### src/ppu_pkg.sv
`default_nettype none
// -----------------------------------------------------------------------------
// ppu_pkg
// Shared types and constants of the packed palette entry unpacker.
// -----------------------------------------------------------------------------
package ppu_pkg;

   localparam int WORD_BITS  = 64;
   localparam int ENTRY_BITS = 16;
   localparam int MAX_WIDTH  = 16;
   localparam int CSR_BITS   = 5;

   localparam logic KIND_PALETTE = 1'b0;
   localparam logic KIND_DATA    = 1'b1;

   localparam logic REG_BITS_PER_ENTRY = 1'b0;
   localparam logic REG_PALETTE_ENABLE = 1'b1;

   typedef logic [ENTRY_BITS-1:0] entry_type;

   typedef struct packed {
      logic      en;
      logic [7:0] idx;
      entry_type data;
   } pal_wr_type;

   typedef struct packed {
      logic      en;
      entry_type entry;
   } pal_rd_type;

   function automatic entry_type low_mask(input logic [4:0] n);
      logic [ENTRY_BITS:0] m;
      m = ((ENTRY_BITS+1)'(1) << n) - (ENTRY_BITS+1)'(1);
      return m[ENTRY_BITS-1:0];
   endfunction

endpackage
`default_nettype wire

### src/ppu_palette.sv
`default_nettype none
// -----------------------------------------------------------------------------
// ppu_palette
// Palette memory: one write port, one registered read port; entries beyond
// the depth read as zero.
// -----------------------------------------------------------------------------
module ppu_palette #(
   parameter int DEPTH = 256
) (
   input  wire                       clock,
   input  wire ppu_pkg::pal_wr_type  wr,
   input  wire ppu_pkg::pal_rd_type  rd,
   output ppu_pkg::entry_type        rd_value
);

   localparam int AW = $clog2(DEPTH);

   ppu_pkg::entry_type palette_mem [DEPTH];
   ppu_pkg::entry_type rd_value_ff;
   logic [15:0]        wr_idx_wide;

   assign wr_idx_wide = {8'd0, wr.idx};

   always_ff @(posedge clock) begin
      if (wr.en && (wr_idx_wide < 16'(DEPTH))) begin
         palette_mem[wr_idx_wide[AW-1:0]] <= wr.data;
      end
      if (rd.en) begin
         if (rd.entry < 16'(DEPTH)) begin
            rd_value_ff <= palette_mem[rd.entry[AW-1:0]];
         end else begin
            rd_value_ff <= '0;
         end
      end
   end

   assign rd_value = rd_value_ff;

endmodule
`default_nettype wire

### src/packed_palette_entry_unpacker.sv
`default_nettype none
// -----------------------------------------------------------------------------
// packed_palette_entry_unpacker
// Unpacks 64-bit words LSB first into entries of 1..16 bits, carries partial
// entries across words and maps each entry through a 16-bit palette when enabled.
// -----------------------------------------------------------------------------
// Each entry goes from the shared shifter into the s1 register, with the palette
// read registered alongside, and then into the response register. The input is
// not ready while a word is unpacked; one entry per cycle leaves the shifter
// unless the response path stalls. Reset clears the carried bits, the entry count
// and the pipeline and loads bits_per_entry = 4, palette_enable = 1; palette kept.
module packed_palette_entry_unpacker #(
   parameter int SECTION_ENTRIES = 4096,
   parameter int PALETTE_DEPTH   = 256
) (
   input  wire         clock,
   input  wire         reset,
   input  wire         req_valid,
   output logic        req_ready,
   input  wire         req_kind,
   input  wire  [7:0]  req_palette_index,
   input  wire  [15:0] req_palette_value,
   input  wire  [63:0] req_data_word,
   input  wire         req_start_section,
   output logic        rsp_valid,
   input  wire         rsp_ready,
   output logic [11:0] rsp_block_type,
   output logic [3:0]  rsp_block_variant,
   output logic [11:0] rsp_entry_number,
   output logic        rsp_last_in_item,
   output logic        rsp_section_done,
   input  wire         csr_we,
   input  wire         csr_index,
   input  wire  [4:0]  csr_wdata
);

   localparam int ECW = $clog2(SECTION_ENTRIES + 1);
   localparam int RW  = $clog2(ppu_pkg::WORD_BITS + 1);

   localparam logic ST_IDLE = 1'b0;
   localparam logic ST_RUN  = 1'b1;

   logic                 state_ff, state_in;
   logic [4:0]           bpe_ff, bpe_in;
   logic                 pal_en_ff, pal_en_in;
   logic [63:0]          word_ff, word_in;
   logic [RW-1:0]        rem_ff, rem_in;
   ppu_pkg::entry_type   carry_bits_ff, carry_bits_in;
   logic [4:0]           carry_count_ff, carry_count_in;
   logic [ECW-1:0]       count_ff, count_in;

   logic                 s1_valid_ff, s1_valid_in;
   ppu_pkg::entry_type   s1_entry_ff, s1_entry_in;
   logic [ECW-1:0]       s1_number_ff, s1_number_in;
   logic                 s1_last_ff, s1_last_in;
   logic                 s1_done_ff, s1_done_in;

   logic                 rsp_valid_ff, rsp_valid_in;
   ppu_pkg::entry_type   rsp_value_ff, rsp_value_in;
   logic [ECW-1:0]       rsp_number_ff, rsp_number_in;
   logic                 rsp_last_ff, rsp_last_in;
   logic                 rsp_done_ff, rsp_done_in;

   logic                 req_accept;
   logic                 adv2;
   logic                 s1_load_ok;
   logic                 emit;
   logic [4:0]           width_eff;
   logic [4:0]           need;
   logic [63:0]          shifted;
   ppu_pkg::entry_type   part;
   ppu_pkg::entry_type   entry;
   logic [31:0]          part_pos;
   logic [RW-1:0]        rem_after;
   logic [ECW-1:0]       count_next;
   logic [ECW-1:0]       count_base;
   logic                 full_next;
   logic                 last_rem;
   logic                 step_last;
   ppu_pkg::pal_wr_type  pal_wr;
   ppu_pkg::pal_rd_type  pal_rd;
   ppu_pkg::entry_type   pal_value;

   assign req_ready  = (state_ff == ST_IDLE);
   assign req_accept = req_valid && req_ready;
   assign adv2       = s1_valid_ff && (!rsp_valid_ff || rsp_ready);
   assign s1_load_ok = !s1_valid_ff || adv2;
   assign emit       = (state_ff == ST_RUN) && s1_load_ok;

   always_comb begin
      if (bpe_ff == 5'd0) begin
         width_eff = 5'd1;
      end else if (bpe_ff > 5'(ppu_pkg::MAX_WIDTH)) begin
         width_eff = 5'(ppu_pkg::MAX_WIDTH);
      end else begin
         width_eff = bpe_ff;
      end
   end

   // shared shift unit: one entry per step
   assign need       = width_eff - carry_count_ff;
   assign shifted    = word_ff >> need;
   assign part       = word_ff[15:0] & ppu_pkg::low_mask(need);
   assign part_pos   = {16'd0, part} << carry_count_ff;
   assign entry      = carry_bits_ff | part_pos[15:0];
   assign rem_after  = rem_ff - RW'(need);
   assign count_next = count_ff + ECW'(1);
   assign full_next  = (count_next >= ECW'(SECTION_ENTRIES));
   assign last_rem   = (rem_after < RW'(width_eff));
   assign step_last  = full_next || last_rem;
   assign count_base = req_start_section ? '0 : count_ff;

   assign pal_wr.en   = req_accept && (req_kind == ppu_pkg::KIND_PALETTE);
   assign pal_wr.idx  = req_palette_index;
   assign pal_wr.data = req_palette_value;
   assign pal_rd.en    = emit;
   assign pal_rd.entry = entry;

   ppu_palette #(
      .DEPTH(PALETTE_DEPTH)
   ) u_palette (
      .clock   (clock),
      .wr      (pal_wr),
      .rd      (pal_rd),
      .rd_value(pal_value)
   );

   always_comb begin
      state_in       = state_ff;
      bpe_in         = bpe_ff;
      pal_en_in      = pal_en_ff;
      word_in        = word_ff;
      rem_in         = rem_ff;
      carry_bits_in  = carry_bits_ff;
      carry_count_in = carry_count_ff;
      count_in       = count_ff;
      s1_valid_in    = s1_valid_ff;
      s1_entry_in    = s1_entry_ff;
      s1_number_in   = s1_number_ff;
      s1_last_in     = s1_last_ff;
      s1_done_in     = s1_done_ff;
      rsp_valid_in   = rsp_valid_ff;
      rsp_value_in   = rsp_value_ff;
      rsp_number_in  = rsp_number_ff;
      rsp_last_in    = rsp_last_ff;
      rsp_done_in    = rsp_done_ff;

      if (csr_we && (csr_index == ppu_pkg::REG_BITS_PER_ENTRY)) begin
         bpe_in         = csr_wdata;
         carry_bits_in  = '0;
         carry_count_in = '0;
      end
      if (csr_we && (csr_index == ppu_pkg::REG_PALETTE_ENABLE)) begin
         pal_en_in = csr_wdata[0];
      end

      if (req_accept && (req_kind == ppu_pkg::KIND_DATA)) begin
         word_in = req_data_word;
         rem_in  = RW'(ppu_pkg::WORD_BITS);
         if (req_start_section) begin
            carry_bits_in  = '0;
            carry_count_in = '0;
            count_in       = '0;
         end
         // drop the word when the section is already full
         if (count_base >= ECW'(SECTION_ENTRIES)) begin
            state_in = ST_IDLE;
         end else begin
            state_in = ST_RUN;
         end
      end

      if (rsp_valid_ff && rsp_ready) begin
         rsp_valid_in = 1'b0;
      end
      if (adv2) begin
         rsp_valid_in  = 1'b1;
         rsp_value_in  = pal_en_ff ? pal_value : s1_entry_ff;
         rsp_number_in = s1_number_ff;
         rsp_last_in   = s1_last_ff;
         rsp_done_in   = s1_done_ff;
         s1_valid_in   = 1'b0;
      end

      if (emit) begin
         s1_valid_in  = 1'b1;
         s1_entry_in  = entry;
         s1_number_in = count_ff;
         s1_last_in   = step_last;
         s1_done_in   = full_next;
         word_in      = shifted;
         rem_in       = rem_after;
         count_in     = count_next;
         if (step_last && !full_next) begin
            // hold the tail of the word as a partial entry
            carry_bits_in  = shifted[15:0] & ppu_pkg::low_mask(rem_after[4:0]);
            carry_count_in = rem_after[4:0];
         end else begin
            carry_bits_in  = '0;
            carry_count_in = '0;
         end
         state_in = step_last ? ST_IDLE : ST_RUN;
      end
   end

   always_ff @(posedge clock) begin
      if (reset) begin
         state_ff       <= ST_IDLE;
         bpe_ff         <= 5'd4;
         pal_en_ff      <= 1'b1;
         carry_bits_ff  <= '0;
         carry_count_ff <= '0;
         count_ff       <= '0;
         s1_valid_ff    <= 1'b0;
         rsp_valid_ff   <= 1'b0;
      end else begin
         state_ff       <= state_in;
         bpe_ff         <= bpe_in;
         pal_en_ff      <= pal_en_in;
         carry_bits_ff  <= carry_bits_in;
         carry_count_ff <= carry_count_in;
         count_ff       <= count_in;
         s1_valid_ff    <= s1_valid_in;
         rsp_valid_ff   <= rsp_valid_in;
      end
      word_ff       <= word_in;
      rem_ff        <= rem_in;
      s1_entry_ff   <= s1_entry_in;
      s1_number_ff  <= s1_number_in;
      s1_last_ff    <= s1_last_in;
      s1_done_ff    <= s1_done_in;
      rsp_value_ff  <= rsp_value_in;
      rsp_number_ff <= rsp_number_in;
      rsp_last_ff   <= rsp_last_in;
      rsp_done_ff   <= rsp_done_in;
   end

   assign rsp_valid         = rsp_valid_ff;
   assign rsp_block_type    = rsp_value_ff[15:4];
   assign rsp_block_variant = rsp_value_ff[3:0];
   assign rsp_entry_number  = 12'(rsp_number_ff);
   assign rsp_last_in_item  = rsp_last_ff;
   assign rsp_section_done  = rsp_done_ff;

endmodule
`default_nettype wire

### config.mk
export PLATFORM = sky130hd
export DESIGN_NAME = packed_palette_entry_unpacker
export DESIGN_NICKNAME = d
export VERILOG_FILES = /design/src/ppu_pkg.sv /design/src/ppu_palette.sv /design/src/packed_palette_entry_unpacker.sv
export SDC_FILE = /design/constraint.sdc
export NUM_CORES = 2
export LEC_CHECK = 0
export BUFFER_PORTS_ARGS = -buffer_cell sky130_fd_sc_hd__buf_2
export CAP_MARGIN = 20
export CELL_PAD_IN_SITES_DETAIL_PLACEMENT = 0
export CELL_PAD_IN_SITES_GLOBAL_PLACEMENT = 2
export CORE_MARGIN = 2
export CORE_UTILIZATION = 35
export DETAILED_ROUTE_END_ITERATION = 8
export PLACE_DENSITY_LB_ADDON = 0.1
export SLEW_MARGIN = 20
export SYNTH_ARGS = -nofsm -noshare
export SYNTH_HDL_FRONTEND = slang
export SYNTH_HIERARCHICAL = 1
export SYNTH_SLANG_ARGS = --single-unit
### constraint.sdc
create_clock -name clock -period 8.58 [get_ports clock]
set_input_delay 0.429 -clock clock [delete_from_list [all_inputs] [get_ports clock]]
set_output_delay 0.429 -clock clock [all_outputs]
set_load 0.005 [all_outputs]
==> impl_metrics.prom <==
# TYPE chip_impl_metric gauge
chip_impl_metric{name="grt_util_met1",unit="%"} 31.2
chip_impl_metric{name="synth.distinct_cells",unit=""} 89
chip_impl_metric{name="finalSetupViolations",unit=""} 0
chip_impl_metric{name="finalClockSkew",unit="ns"} 0.0601
chip_impl_metric{name="grtUsageMet3",unit="%"} 2.56
chip_impl_metric{name="critPathMaxFanout",unit=""} 19
chip_impl_metric{name="die-width",unit="µm"} 702
chip_impl_metric{name="cts.clk_slew.worst_paths",unit="ns"} 0.06
chip_impl_info{name="globalRoute.busiestLayer",value="met2"} 1
chip_impl_metric{name="io_buffer_count",unit=""} 132
chip_impl_metric{name="drive_above_1_share",unit="%"} 22.9
chip_impl_info{name="critPathCaptureType",value="register"} 1
chip_impl_metric{name="p_int",unit="W"} 0.0434
chip_impl_metric{name="total_power",unit="W"} 0.0679
chip_impl_metric{name="synthesis.area",unit="µm²"} 171000
chip_impl_metric{name="ctsHtreeMaxLevel",unit=""} 5
chip_impl_metric{name="relSlewSlack",unit="%"} 23.6
chip_impl_metric{name="area_delta_synth_final",unit="%"} 15.6
chip_impl_metric{name="grt_first_pass_wirelength",unit="µm"} 747000
chip_impl_info{name="critPathLaunchType",value="register"} 1
chip_impl_metric{name="cp.buffers_inverters",unit=""} 2
chip_impl_info{name="post-synth-top-area-cell",value="edfxtp_1"} 1
chip_impl_metric{name="drv_slew",unit=""} 0
chip_impl_metric{name="clkPwrFrac",unit="%"} 28.9
chip_impl_info{name="outcome",value="finished clean"} 1
chip_impl_metric{name="cts-buffers-inserted",unit=""} 466
chip_impl_metric{name="seqPwrFrac",unit="%"} 34.9
chip_impl_metric{name="critical_path.max_stage_delay",unit="ns"} 0.62
chip_impl_metric{name="cp_data_required_time",unit="ns"} 9.41
chip_impl_metric{name="period_minus_ws_final",unit="ns"} 8.08
chip_impl_metric{name="syn-instance-count",unit=""} 8849
chip_impl_info{name="cpMaxStageDelayCell",value="nor3_1"} 1
chip_impl_metric{name="syn_area_per_cell",unit="µm²"} 19.3
chip_impl_metric{name="power.ir.vdd_worst",unit="µV"} 281
chip_impl_metric{name="worstMarginPinSlew",unit="ns"} 1.15
chip_impl_metric{name="total_leakage_power",unit="nW"} 62.7
chip_impl_metric{name="post_cts_repair_timing_setup_buffer_count",unit=""} 0
chip_impl_info{name="worst_path_top_cell_family_by_delay",value="simple AND/OR/NAND/NOR gates"} 1
chip_impl_metric{name="async_flop_share",unit="%"} 0
chip_impl_info{name="timing.setup.critical_path_class",value="register to register"} 1
chip_impl_metric{name="first_pass_iters",unit=""} 6
chip_impl_metric{name="hpwl",unit="µm"} 335000
chip_impl_metric{name="synth-warning-count",unit=""} 6
chip_impl_metric{name="power.density",unit="nW/µm²"} 344
chip_impl_metric{name="detail_route.vias_per_cell",unit=""} 5.53
chip_impl_metric{name="netSwitchingFraction",unit="%"} 36.0
chip_impl_metric{name="fillers",unit=""} 43267
chip_impl_metric{name="comb_power_share",unit="%"} 36.3
chip_impl_metric{name="die_y",unit="µm"} 702
chip_impl_metric{name="detailedRoute.firstIterationViolations",unit=""} 9037
chip_impl_metric{name="die_area",unit="µm²"} 493000
chip_impl_metric{name="synth_top_area_share",unit="%"} 74.7
chip_impl_metric{name="post_layout_nets",unit=""} 9586
chip_impl_metric{name="avgRoutedWirePerCell",unit="µm"} 33.1
chip_impl_metric{name="final.period_utilization",unit="%"} 94.2
chip_impl_metric{name="grt_util_met2",unit="%"} 35.2
chip_impl_metric{name="crit_arrival",unit="ns"} 8.92
chip_impl_metric{name="mappedNetlistNets",unit=""} 8966
chip_impl_info{name="cts_root_buf",value="clkbuf_16"} 1
chip_impl_metric{name="gr-usage-all-layers",unit="%"} 21.5
chip_impl_metric{name="placeableCoreArea",unit="µm²"} 486000
chip_impl_info{name="ys_top_cells_by_area",value="edfxtp_1, mux4_2, mux2i_1"} 1
chip_impl_info{name="tritoncts",value="done"} 1
chip_impl_metric{name="maxCapViolations",unit=""} 0
chip_impl_metric{name="detail-route-antenna-nets",unit=""} 0
chip_impl_metric{name="hold-worst-slack",unit="ns"} 0.130
chip_impl_metric{name="floorplan.initialDensity",unit="%"} 35.1
chip_impl_metric{name="clock_path_buffers",unit=""} 4
chip_impl_metric{name="totalWireLength",unit="µm"} 540000
chip_impl_metric{name="clkLatencyLatePin",unit="ns"} 1.02
chip_impl_metric{name="drc",unit=""} 0
chip_impl_metric{name="tritoncts_num_sinks",unit=""} 4286
chip_impl_metric{name="globalplace.congestion",unit=""} 0.818
chip_impl_metric{name="antenna_found_initial",unit=""} 51
chip_impl_info{name="rsz0062_at_grt",value="false"} 1
chip_impl_metric{name="rrSetupSlack",unit="ns"} 0.50
chip_impl_metric{name="seq_area_frac_synth",unit="%"} 75.2
chip_impl_metric{name="vias_in_the_first_global_route",unit=""} 90379
chip_impl_metric{name="number_of_synthesized_flops_with_an_enable_pin",unit=""} 4243
chip_impl_metric{name="vias",unit=""} 90198
chip_impl_metric{name="overflow",unit=""} 0
chip_impl_metric{name="max_freq",unit="GHz"} 0.124
chip_impl_metric{name="grt_start_max_net_pins",unit=""} 149
chip_impl_metric{name="finalHoldViolCount",unit=""} 0
chip_impl_metric{name="placementRows",unit=""} 256
chip_impl_metric{name="io_pins",unit=""} 133
chip_impl_info{name="synthFlopType",value="edfxtp_1"} 1
chip_impl_info{name="timing.hold.worst.class",value="input port to register"} 1
chip_impl_metric{name="p_sw",unit="W"} 0.0244
chip_impl_metric{name="postSynthRegisterBits",unit=""} 4286
==> cells in the mapped netlist (all sizes together), types with 7 or more instances <==
master and instances:
a221oi 11, nand4 20, a21oi 276, a21o 10
mux4 755, a211oi 52, edfxtp 4243, a22oi 71
o211ai 16, nand2b 14, a22o 8, inv 30
mux2 59, o221ai 282, o21ai 228, xnor2 12
a31oi 24, nand3 142, dfxtp 43, o21a 18
or3 23, nor4 14, nand3b 8, a211o 9
mux2i 751, clkbuf 249, buf 306, o22ai 167
a32oi 15, or2 7, nor2 431, ha 15
o31ai 22, nor2b 40, nor3 55, and3 10
nand2 323, xor2 8
==> sequential cells by signal, indices dropped and copies added (netlist names) <==
register	cells
s1_entry_ff	16
s1_last_ff	1
rsp_last_in_item	1
bpe_ff	5
carry_count_ff	5
carry_bits_ff	16
word_ff	64
u_palette/palette_mem	4096
rsp_number_ff	12
rsp_valid	1
count_ff	13
rsp_section_done	1
s1_valid_ff	1
pal_en_ff	1
state_ff	1
rsp_value_ff	16
s1_done_ff	1
u_palette/rd_value	16
s1_number_ff	12
rem_ff	7
==> area by class of cell <==
cell class	instances	area, µm²	share of cell area, %
Antenna cell	6	15.0	0.00761
Clock buffer	567	12100	6.15
Clock inverter	280	2650	1.35
Inverter	34	138	0.0698
Multi-Input combinational cell	3974	39900	20.2
Sequential cell	4286	128000	65.0
Tap cell	6450	8070	4.09
Timing Repair Buffer	707	6060	3.07
==> through the flow <==
step	area (µm²)	worst slack, ns	setup TNS, ns	cells	utilization, %
after floorplan	171000	2.90	0	8849	-
after global placement	181000	-0.402	-0.402	15343	37.3
after detailed placement	181000	0.219	0	15345	37.3
after CTS	197000	0.165	0	16294	40.6
after global routing	197000	0.0898	0	16299	40.6
final	197000	0.496	0	16304	40.6
==> power by group through the flow <==
stage / sequential, W / clock [W] / combinational, W
6_report: 0.0237 / 0.0196 / 0.0246
5_1_grt: 0.0237 / 0.0209 / 0.0260
4_1_cts: 0.0237 / 0.0201 / 0.0251
3_5_place_dp: 0.0241 / 0 / 0.0250
3_3_place_gp: 0.0241 / 0 / 0.0250
2_1_floorplan: 0.0239 / 0 / 0.0150
==> worst min-delay path, stage by stage <==
cell and delay [ns]:
buf_2 0.16, nand3_1 0.26, nor2_1 0.11
==> cells by family (layout without fill, tap and decap cells) <==
| kind of cell | Yosys count | count (layout) | synth area share (%) |
|---|---|---|---|
| adders and majority gates | 19 | 19 | 0.139 |
| buffers and inverters | 589 | 1588 | 1.94 |
| xor gates and xnor gates | 20 | 20 | 0.116 |
| muxes | 1565 | 1565 | 14.8 |
| and+or+nand+nor | 1110 | 1110 | 2.87 |
| DFF | 4286 | 4286 | 75.2 |
| AOI/OAI and AO/OA | 1260 | 1260 | 4.98 |
| other | 0 | 6 | 0 |
==> layer usage <==
metal	vias to the layer above	wire length [µm]
met3	617	28600
met2	2728	258000
li1	37954	-
met5	-	33
met1	48895	243000
met4	4	11000
==> path summary, 6_finish.rpt <==
check / startpoint / to / cells past startpoint
setup reg to reg: bpe_ff[1] / u_palette/rd_value[5] / 25
hold / removal: req_palette_index[2] / u_palette/palette_mem[204][15] / 3
hold reg to reg: s1_number_ff[7] / rsp_number_ff[7] / 0
setup / recovery: bpe_ff[1] / u_palette/rd_value[5] / 25
==> repair_timing <==
item                                    4_1_cts  5_1_grt
endpoints found under the setup margin        0        3
hold buffers                                102        0
gates resized for setup                       0        1
endpoints found under the hold margin       797        0
==> layout by cell type (no fill, tap or decap), types with 39 or more instances in the layout <==
cell,instances
nor2_2,87
o221ai_1,282
nand2_1,318
clkinv_2,76
mux4_2,752
edfxtp_1,4243
a22oi_1,71
dlygate4sd3_1,102
o21ai_0,210
mux2i_1,751
nor2_4,39
nor3_1,45
clkbuf_1,96
a21oi_1,268
o22ai_1,167
clkbuf_16,470
nor2_1,305
clkinv_1,121
a211oi_1,52
buf_4,418
buf_12,50
nand3_1,133
buf_2,116
dfxtp_1,43
bufinv_16,40
mux2_2,59
Note: power is estimated with default switching activity, not from simulation.
